`src/sv/pkot_pkg.sv`:
```
// Shared types and codes for the pair key occurrence table.
// Used by pkot_cell and pair_key_occurrence_table; depends on nothing.
package pkot_pkg;

  localparam int ADDR_W = 48;
  localparam int KEY_W  = 2 * ADDR_W;
  localparam int CNT_W  = 8;
  localparam int ID_W   = 7;

  localparam logic [CNT_W-1:0] COUNT_MAX = 8'd255;
  localparam logic [CNT_W-1:0] THRESH_RESET = 8'd4;

  // Result status codes.
  localparam logic [1:0] ST_NEW     = 2'd0;
  localparam logic [1:0] ST_UPDATED = 2'd1;
  localparam logic [1:0] ST_FULL    = 2'd2;
  localparam logic [1:0] ST_CLEARED = 2'd3;

  // Operation codes.
  localparam logic FUNC_ADD   = 1'b0;
  localparam logic FUNC_CLEAR = 1'b1;

  // Configuration register indexes.
  localparam logic REG_THRESHOLD = 1'b0;

  // Lookup word that marches down the row of cells.
  typedef struct packed {
    logic             valid;
    logic [KEY_W-1:0] key;
    logic             found;
    logic             added;
    logic             done;
    logic [CNT_W-1:0] count;
  } query_t;

endpackage

```
`src/sv/pkot_cell.sv`:
```
// One table entry of the pair key occurrence table: key, count and a stage
// register for the lookup word passing through. Depends on pkot_pkg.
module pkot_cell
  import pkot_pkg::*;
#(
  parameter int IDX = 0,
  parameter int UW  = 7
) (
  input  logic                 clk,
  input  logic                 rst,
  input  query_t               q_in,
  input  logic [UW-1:0]        id_in,
  input  logic [UW-1:0]        used,
  input  logic [CNT_W-1:0]     threshold,
  output query_t               q_out,
  output logic [UW-1:0]        id_out
);

  localparam logic [UW-1:0] MY_IDX = UW'(IDX);
  localparam logic [UW-1:0] MY_ID  = UW'(IDX + 1);

  logic [KEY_W-1:0] key;
  logic [CNT_W-1:0] count;
  logic             filled;
  logic             match;
  logic             slot;
  logic [CNT_W-1:0] count_inc;
  query_t           q_next;
  logic [UW-1:0]    id_next;

  // Compare against this entry only while it is filled; the first free
  // entry takes the key if nothing ahead matched.
  always_comb begin
    filled    = MY_IDX < used;
    match     = q_in.valid && !q_in.found && filled && (key == q_in.key);
    slot      = q_in.valid && !q_in.found && (MY_IDX == used);
    count_inc = (count == COUNT_MAX) ? COUNT_MAX : count + 1'b1;
    q_next    = q_in;
    id_next   = id_in;
    if (match) begin
      q_next.found = 1'b1;
      q_next.count = count_inc;
      q_next.done  = (count != COUNT_MAX) && (count_inc == threshold);
      id_next      = MY_ID;
    end else if (slot) begin
      q_next.added = 1'b1;
      q_next.count = CNT_W'(1);
      q_next.done  = 1'b0;
      id_next      = MY_ID;
    end
  end

  // Entry storage.
  always_ff @(posedge clk) begin
    if (match) begin
      count <= count_inc;
    end else if (slot) begin
      key   <= q_in.key;
      count <= CNT_W'(1);
    end
  end

  // Stage register toward the next cell; only the valid bit is reset.
  always_ff @(posedge clk) begin
    if (rst) begin
      q_out.valid <= 1'b0;
    end else begin
      q_out.valid <= q_next.valid;
    end
    q_out.key   <= q_next.key;
    q_out.found <= q_next.found;
    q_out.added <= q_next.added;
    q_out.done  <= q_next.done;
    q_out.count <= q_next.count;
    id_out      <= id_next;
  end

endmodule

```
`config.mk`:
```
export PLATFORM = sky130hd
export DESIGN_NAME = pkot_cell
export DESIGN_NICKNAME = d
export VERILOG_FILES = /design/src/sv/pkot_pkg.sv /design/src/sv/pkot_cell.sv
export SDC_FILE = /design/constraint.sdc
export NUM_CORES = 1
export LEC_CHECK = 0
export BUFFER_PORTS_ARGS = -buffer_cell sky130_fd_sc_hd__buf_2
export CAP_MARGIN = 20
export CORE_ASPECT_RATIO = 0.9
export CORE_MARGIN = 4
export CORE_UTILIZATION = 40
export CTS_CLUSTER_SIZE = 20
export DETAILED_ROUTE_END_ITERATION = 8
export PLACE_DENSITY_LB_ADDON = 0.3
export SYNTH_ARGS = -nofsm -noshare
export SYNTH_HDL_FRONTEND = slang
export SYNTH_SLANG_ARGS = --single-unit
```
`constraint.sdc`:
```
create_clock -name clk -period 11.5 [get_ports clk]
set_clock_uncertainty 0.05 [all_clocks]
set_input_delay 2.3 -clock clk [delete_from_list [all_inputs] [get_ports clk]]
set_output_delay 2.3 -clock clk [all_outputs]
set_load 0.01 [all_outputs]
```
==> impl_metrics.json, run 1 <==
{
  "status": "complete, no violations",
  "final_layout_size_suffix_gt1_share_pct": 35.4,
  "final_common_cell": "buf_2",
  "drc": 0,
  "power_frac_seq_pct": 49.9,
  "synth_area_um2": 7570,
  "drtIter0Drc": 238,
  "path_max_fanout": 76,
  "num_rows": 47,
  "mostFrequentLayoutCells": "buf_2 (246), dfxtp_1 (115), edfxtp_1 (104)",
  "die_w_um": 153,
  "start_util_pct": 41.0,
  "cp-start-kind": "input pin",
  "ir_drop_mv": 0.147,
  "power.leakage_nw": 4.05,
  "critPathRequiredTime_ps": 11570,
  "numCtsBuffers": 23,
  "worstSetupStartpoint": "used[4]",
  "critPathMaxStageDelay_ps": 810,
  "yosysSeqAreaShare_pct": 71.6,
  "place_area_um2": 9090,
  "grt_pass1_vias": 5077,
  "fin_tns_setup_ps": 0,
  "synth-edff-count": 104,
  "root_buffer": "clkbuf_16",
  "syn_inst": 539,
  "ant_nets": 0,
  "pin_count": 247,
  "clk_path_buf_depth": 3,
  "critPathCaptureType": "register",
  "synth_nets": 672,
  "grt.total_usage_pct": 15.8,
  "n_antenna_cell": 0,
  "clk_pin_slew_ps": 60,
  "nets": 938,
  "min_period_over_period_pct": 38.7,
  "die_h_um": 139,
  "max_cap_viol_count": 0,
  "tightest_slew_ps": 978,
  "wire_per_inst_um": 16.4,
  "p_sw_share_pct": 21.1,
  "hold_viol_final": 0,
  "wirelength_mm": 17.5,
  "core_um2": 18500,
  "r2r_start": "key[39]",
  "cts_setup_buffers": 0,
  "ys_ff_latch": 219,
  "gr-total-overflow": 0,
  "avgSynthCellArea_um2": 14.0,
  "area_growth_pct": 30.4,
  "async_flop_share_pct": 0,
  "worstSetupPathType": "in -> reg",
  "final_area_um2": 9870,
  "numClockSinks": 219,
  "io_buffers": 246,
  "slew_violations": 0,
  "dp_hpwl_mm": 13.2,
  "gp_congestion": 0.824,
  "holdBufCountCts": 0,
  "fillers": 1572,
  "clock_latency_ps": 500,
  "setup_violations": 0,
  "fmaxAchievable_ghz": 0.225,
  "die_area_um2": 21200,
  "dr.pass1.iters": 4,
  "grt_max_degree": 77,
  "dp_slack_ps": 6480,
  "relSlewSlack_pct": 34.8,
  "powerDensity_nw_per_um2": 171,
  "post_drt_via_cell_ratio": 4.69,
  "htreeDepth": 1,
  "path_buf_inv": 3,
  "p_sw_mw": 0.356,
  "worstPathCellList": "buf_2, nor4_1, nand2_1, or2_2, inv_4, buf_4",
  "setup_slack_ps": 7050,
  "antenna_found_initial": 0,
  "hold_start": "count[7]",
  "yosys.cell_types.count": 42,
  "comb_power_share_pct": 5.9,
  "stdcell_count": 1067,
  "ys.flop_type": "dfxtp_1",
  "period_needed_ps": 4450,
  "critPathSlowestCell": "buf_4",
  "cp.arrival_ps": 4520,
  "tritoncts": "built",
  "rsz0062_at_grt": "no",
  "p_clk_share_pct": 44.2,
  "crit_family": "buffers and inverters",
  "dp_cells": 1025,
  "ys_warn_count": 0,
  "grt_pass1_wl_mm": 27.1,
  "power_mw": 1.69,
  "power.internal_mw": 1.33,
  "cts.repair.resized": 0,
  "dr_total_vias": 5003,
  "hold_path.class": "reg -> reg"
}
final timing paths:
path                            endpoint  slack, ps  cells after the start
worst max register to register  count[1]       8690                      6
worst min register to register  q_out[8]        710                      3
worst max-delay path             key[60]       7050                      6
worst min-delay path            q_out[8]        710                      3
synthesized netlist by cell type (4+ instances only):
cell       number  area share [%]
inv_1          12            0.59
clkbuf_1        5            0.25
edfxtp_1      104              41
nor2_1         18            0.89
dfxtp_1       115              30
nand4_1        17             1.4
mux2i_1         9             1.2
and3_1         10            0.83
nor2b_1        70             5.8
xor2_1         45             5.2
nand3_1         7            0.46
nor4_1         38             3.1
xnor2_1        22             2.5
nor3_1          9            0.59
a2111oi_0       4            0.46
nand2_1        15            0.74
nand2b_1        6            0.50
layer usage:
layer	up-vias	part of all wire [%]	global-route usage, %
met3	27	8.6	4.84
met4	0	2.2	3.84
met1	2278	45	21.3
met2	220	45	25.1
li1	2478	-	-
met5	-	0	0
registers in the layout, summed over array words and instances, names as in the netlist:
register,count
q_out,108
key,96
count,8
id_out,7
cells by family after synthesis:
group / count (synthesis) / share of synthesized area [%]
flops: 219 / 71.6
simple gates: 204 / 16.0
xor+xnor: 67 / 7.75
compound gates: 21 / 2.21
buf+inv: 18 / 0.991
mux: 9 / 1.19
fa+ha+maj: 1 / 0.165
worst register-to-register path, cell delays in order (launching register included):
cell	delay, ps
edfxtp_1	330
and2b_1	170
a2111oi_1	530
nand4_1	280
nor4_4	360
nand4_1	350
nand2_1	400
per-stage QoR:
step	util, %	hold WS, ps
finish	53.5	707
global route	53.5	752
CTS	53.5	701
detailed placement	49.2	697
global placement	49.2	693
floorplan	-	564
power groups by stage:
stage | Combinational, mW | Sequential, mW | Clock (mW)
final | 0.0996 | 0.842 | 0.746
after global routing | 0.110 | 0.844 | 0.803
after CTS | 0.101 | 0.842 | 0.770
after detailed placement | 0.101 | 0.859 | 0
after global placement | 0.100 | 0.858 | 0
after floorplan | 0.0245 | 0.872 | 0
layout make-up:
| type | count | area, um2 | share of cell area (%) |
|---|---|---|---|
| Clock buffer | 31 | 657 | 6.65 |
| Clock inverter | 11 | 125 | 1.27 |
| Inverter | 12 | 47.5 | 0.482 |
| Multi-Input combinational cell | 302 | 2070 | 21.0 |
| Sequential cell | 219 | 5430 | 55.0 |
| Tap cell | 245 | 307 | 3.11 |
| Timing Repair Buffer | 247 | 1240 | 12.5 |
Power figures use the tool's default switching activity.
==> inputs of run 2 (changes only) <==
Clock period 11.5 ns to 3.6 ns, I/O delays scaled along.
==> run 2 against run 1 <==
Effect of this change:
- setup slack got worse by 5900 ps
- via count increased by 1.6%
- combinational power increased to 3.2 times the previous value
- largest cell class unchanged
- sequential share of layout area decreased by 0.097 points
- sequential power increased to 3.2 times the previous value
- first-iteration DRC count increased by 0.42%
- register-to-register slack got worse by 7600 ps
- count of clock-buffer cells in the layout increased by 4
==> impl_metrics.json, run 2 (synthesis results as in run 1) <==
{
  "post_drt_via_cell_ratio": 4.75,
  "relSlewSlack_pct": 59.7,
  "tritoncts": "built",
  "status": "complete, no violations",
  "slew_violations": 0,
  "root_buffer": "clkbuf_16",
  "critPathMaxStageDelay_ps": 510,
  "dr_total_vias": 5081,
  "path_buf_inv": 0,
  "gp_congestion": 0.828,
  "antenna_found_initial": 0,
  "clk_pin_slew_ps": 60,
  "htreeDepth": 1,
  "nets": 941,
  "reg2regPathDepth": 6,
  "ant_nets": 0,
  "critPathMostFrequentCell": "nand4_1",
  "ir_drop_mv": 0.364,
  "powerDensity_nw_per_um2": 539,
  "start_util_pct": 41.0,
  "hold_viol_final": 0,
  "cp-start-kind": "register",
  "regMostFlops": "q_out",
  "whs_ps": 307,
  "io_buffers": 246,
  "n_antenna_cell": 0,
  "dp_hpwl_mm": 13.5,
  "cts.repair.resized": 0,
  "die_w_um": 153,
  "gr-total-overflow": 0,
  "tightest_slew_ps": 605,
  "mostFrequentLayoutCells": "buf_2 (246), dfxtp_1 (115), edfxtp_1 (104)",
  "critPathSlowestCell": "a2111oi_1",
  "hold_start": "q_in[71]",
  "grt_pass1_vias": 5146,
  "pin_count": 247,
  "drc": 0,
  "period_needed_ps": 2500,
  "final_common_cell": "buf_2",
  "final_area_um2": 9890,
  "drtIter0Drc": 239,
  "core_um2": 18500,
  "final_layout_size_suffix_gt1_share_pct": 35.5,
  "critPathCaptureType": "register",
  "dr.pass1.iters": 4,
  "dp_cells": 1028,
  "fmaxAchievable_ghz": 0.400,
  "die_h_um": 139,
  "fin_tns_setup_ps": 0,
  "clock_latency_ps": 500,
  "r2r_start": "key[39]",
  "place_area_um2": 9130,
  "cts_setup_buffers": 0,
  "reg2reg_slack_ps": 1100,
  "grt_pass1_wl_mm": 27.8,
  "setup_violations": 0,
  "worstSetupPathType": "reg -> reg",
  "crit_family": "simple AND/OR/NAND/NOR gates",
  "wirelength_mm": 17.9,
  "rsz0062_at_grt": "no",
  "num_rows": 47,
  "critPathRequiredTime_ps": 3720,
  "power.leakage_nw": 4.05,
  "whs_path_depth": 1,
  "path_max_fanout": 8,
  "max_cap_viol_count": 0,
  "hold_path.class": "in -> reg",
  "die_area_um2": 21200,
  "reg2reg_to": "count[5]",
  "power_mw": 5.33,
  "grt.total_usage_pct": 16.2,
  "stdcell_count": 1070,
  "worstPathCellList": "and2b_1, a2111oi_1, nand4_1, nor4_4, nand4_1, nand2_1",
  "grt_max_degree": 99,
  "clk_path_buf_depth": 3,
  "min_to": "q_out[71]",
  "reg.largest.list": "q_out (108), key (96), count (8)",
  "min_period_over_period_pct": 69.5,
  "area_growth_pct": 30.6,
  "holdBufCountCts": 0,
  "largest_register_ffs": 108,
  "numClockSinks": 219,
  "cp.arrival_ps": 2620,
  "wire_per_inst_um": 16.7,
  "worstSetupStartpoint": "key[39]",
  "numCtsBuffers": 23
}
-- run 2: changes by cell type in the layout (fill, tap and decap cells not counted) --
cell        before  now
buf_12           0    1
buf_4            1    3
bufinv_16        2    0
clkbuf_1         4    6
clkbuf_16       24   26
clkinv_1         1    0
clkinv_2         2    3
clkinv_4         3    2
clkinvlp_4       1    2
inv_4            1    0
inv_6            2    1
-- run 2: layout make-up --
cell class / instances / area [um2]
multi-input cells: 302 / 2070
well taps: 245 / 307
fillers: 1613 / 8580
flip-flops and latches: 219 / 5430
clock buffers: 35 / 714
clock inverters: 7 / 48.8
repair buffers: 250 / 1270
inverters: 12 / 48.8
-- run 2: per-layer routing --
metal / up-vias / track usage (%) / part of all wire, %
met5: - / 0 / 0
met2: 208 / 26.0 / 45
met3: 23 / 4.74 / 8.0
met4: 0 / 3.56 / 1.6
met1: 2366 / 22.1 / 46
li1: 2484 / - / -
-- run 2: worst register-to-register path: stages (launching register included) --
cell       delay [ps]
edfxtp_1          340
and2b_1           180
a2111oi_1         510
nand4_1           280
nor4_4            350
nand4_1           160
nand2_1           310
-- run 2: per-stage QoR --
step | utilization (%) | setup slack [ps]
2_1_floorplan | - | 323
6_report | 53.6 | 1100
3_3_place_gp | 49.4 | 567
4_1_cts | 53.6 | 1030
3_5_place_dp | 49.4 | 543
5_1_grt | 53.6 | 848
-- run 2: worst max path at each step --
stage / cells past startpoint / slack, ps / to
2_1_floorplan: 6 / 320 / id_out[0]
3_3_place_gp: 7 / 570 / count[2]
3_5_place_dp: 7 / 540 / count[2]
4_1_cts: 6 / 1030 / count[6]
5_1_grt: 6 / 850 / count[6]
6_report: 6 / 1100 / count[5]
-- run 2: where the power goes --
part / total, mW / switching [mW] / internal [mW] / leakage [nW]
registers: 2.69 / 0.0160 / 2.67 / 1.89
logic: 0.321 / 0.176 / 0.145 / 1.79
clock network: 2.32 / 0.937 / 1.38 / 0.374
total: 5.33 / 1.13 / 4.20 / 4.05
==> inputs of run 3 (changes only) <==
Clock period 3.6 ns to 2.6 ns, I/O delays scaled along.
==> run 3 against run 2 <==
Effect of this change:
- via count up 1.8%
- largest cell class unchanged
- register-to-register slack worse by 950 ps
- global-route usage down 0.28 points
- total power up 41%
- die area unchanged
- flip-flop and latch count unchanged
- maximum frequency up 2.0%
- sequential power up 39%
- first-iteration DRC count up 0.84%
==> impl_metrics.json, run 3 (synthesis results as in run 1) <==
{
  "status": "complete, no violations",
  "grt.total_usage_pct": 15.9,
  "dp_hpwl_mm": 13.6,
  "die_h_um": 139,
  "critPathRequiredTime_ps": 2740,
  "slew_violations": 0,
  "critPathSlowestCell": "nor4_1",
  "root_buffer": "clkbuf_16",
  "critPathMostFrequentCell": "nand4_1",
  "path_buf_inv": 1,
  "htreeDepth": 1,
  "tritoncts": "built",
  "num_rows": 47,
  "min_period_over_period_pct": 94.3,
  "critPathMaxStageDelay_ps": 440,
  "reg2regPathDepth": 7,
  "period_needed_ps": 2450,
  "cts_setup_buffers": 0,
  "die_w_um": 153,
  "p_clk_share_pct": 44.4,
  "setup_violations": 0,
  "core_um2": 18500,
  "final_common_cell": "buf_2",
  "rsz0062_at_grt": "yes",
  "place_area_um2": 9330,
  "largest_register_ffs": 108,
  "final_layout_size_suffix_gt1_share_pct": 38.1,
  "power.internal_mw": 5.97,
  "area_growth_pct": 33.9,
  "power_mw": 7.52,
  "cp.arrival_ps": 2590,
  "dr.pass1.iters": 4,
  "pin_count": 247,
  "comb_power_share_pct": 6.1,
  "gp_congestion": 0.820,
  "path_depth": 7,
  "fin_tns_setup_ps": 0,
  "ir_drop_mv": 0.569,
  "clk_pin_slew_ps": 60,
  "grt_pass1_vias": 5165,
  "wirelength_mm": 17.6,
  "clk_path_buf_depth": 3,
  "n_antenna_cell": 0,
  "start_util_pct": 41.0,
  "final_util_pct": 54.9,
  "p_sw_mw": 1.55,
  "die_area_um2": 21200,
  "endpoint": "count[5]",
  "clock_latency_ps": 500,
  "post_drt_via_cell_ratio": 4.73,
  "reg2reg_to": "count[5]",
  "fmaxAchievable_ghz": 0.408,
  "gr-total-overflow": 0,
  "grt_max_degree": 57,
  "max_cap_viol_count": 0,
  "powerDensity_nw_per_um2": 742,
  "tightest_slew_ps": 437,
  "power.leakage_nw": 4.19,
  "critPathCaptureType": "register",
  "hold_viol_final": 0,
  "worstSetupStartpoint": "key[7]",
  "io_buffers": 246,
  "drtIter0Drc": 241,
  "hold_path.class": "in -> reg",
  "antenna_found_initial": 1,
  "relSlewSlack_pct": 70.6,
  "path_max_fanout": 8,
  "worstSetupPathType": "reg -> reg",
  "cp-start-kind": "register",
  "worstPathCellList": "nor2b_1, a2111oi_0, nand4_1, nor4_1, buf_4, nand4_1, nand2_2",
  "regMostFlops": "q_out",
  "p_sw_share_pct": 20.6,
  "crit_family": "simple AND/OR/NAND/NOR gates",
  "reg.largest.list": "q_out (108), key (96), count (8)",
  "ant_nets": 0,
  "grt_pass1_wl_mm": 27.4,
  "power_frac_seq_pct": 49.5,
  "mostFrequentLayoutCells": "buf_2 (246), dfxtp_1 (115), edfxtp_1 (104)",
  "r2r_start": "key[7]",
  "final_area_um2": 10100,
  "reg2reg_slack_ps": 150,
  "wire_per_inst_um": 16.1,
  "nets": 963,
  "numClockSinks": 219,
  "numCtsBuffers": 23,
  "dr_total_vias": 5170,
  "drc": 0
}
## run 3: metal layers
metal / wire length (um) / global-route usage (%) / vias to the layer above
li1: - / - / 2527
met1: 7630 / 21.6 / 2381
met2: 7880 / 25.2 / 231
met3: 1670 / 5.37 / 29
met4: 373 / 3.38 / 2
met5: 12 / 0 / -
## run 3: worst register-to-register path, stage by stage (launching register included)
cell,delay (ps)
edfxtp_1,390
nor2b_1,170
a2111oi_0,400
nand4_1,140
nor4_1,440
buf_4,190
nand4_1,140
nand2_2,220
## run 3: repair_timing
| action | in CTS | in global routing |
|---|---|---|
| gates resized for setup | 2 | 3 |
| hold buffers | 0 | 0 |
| setup endpoints to repair | 10 | 21 |
| gates cloned | 0 | 0 |
| pin swaps | 0 | 2 |
## run 3: how the worst min path moves through the flow
stage               startpoint         end  depth (start not counted)
finish                q_in[62]   q_out[62]                          1
global route          q_in[64]   q_out[64]                          1
CTS                   q_in[62]   q_out[62]                          1
detailed placement    q_in[62]   q_out[62]                          1
global placement      q_in[66]   q_out[66]                          1
floorplan            q_in[100]  q_out[100]                          0
## run 3: final cells by class
cell class	count	area, um2
Multi-Input combinational cell	302	2120
Inverter	12	48.8
Clock inverter	14	178
Sequential cell	219	5430
Fill cell	1565	8330
Tap cell	245	307
Clock buffer	28	604
Timing Repair Buffer	272	1450
## run 3: power groups by stage
stage | clock [mW] | sequential [mW] | combinational, mW
final | 3.34 | 3.73 | 0.459
after global routing | 3.59 | 3.73 | 0.506
after CTS | 3.44 | 3.73 | 0.466
after detailed placement | 0 | 3.80 | 0.463
after global placement | 0 | 3.80 | 0.458
after floorplan | 0 | 3.85 | 0.110
## run 3: per-stage QoR
step	worst slack, ps	instances	hold slack (ps)
after CTS	84.7	1092	80.9
final	149	1092	103
after detailed placement	-230	1050	609
after floorplan	-278	539	498
after global routing	-38.5	1092	87.6
after global placement	-168	1050	609
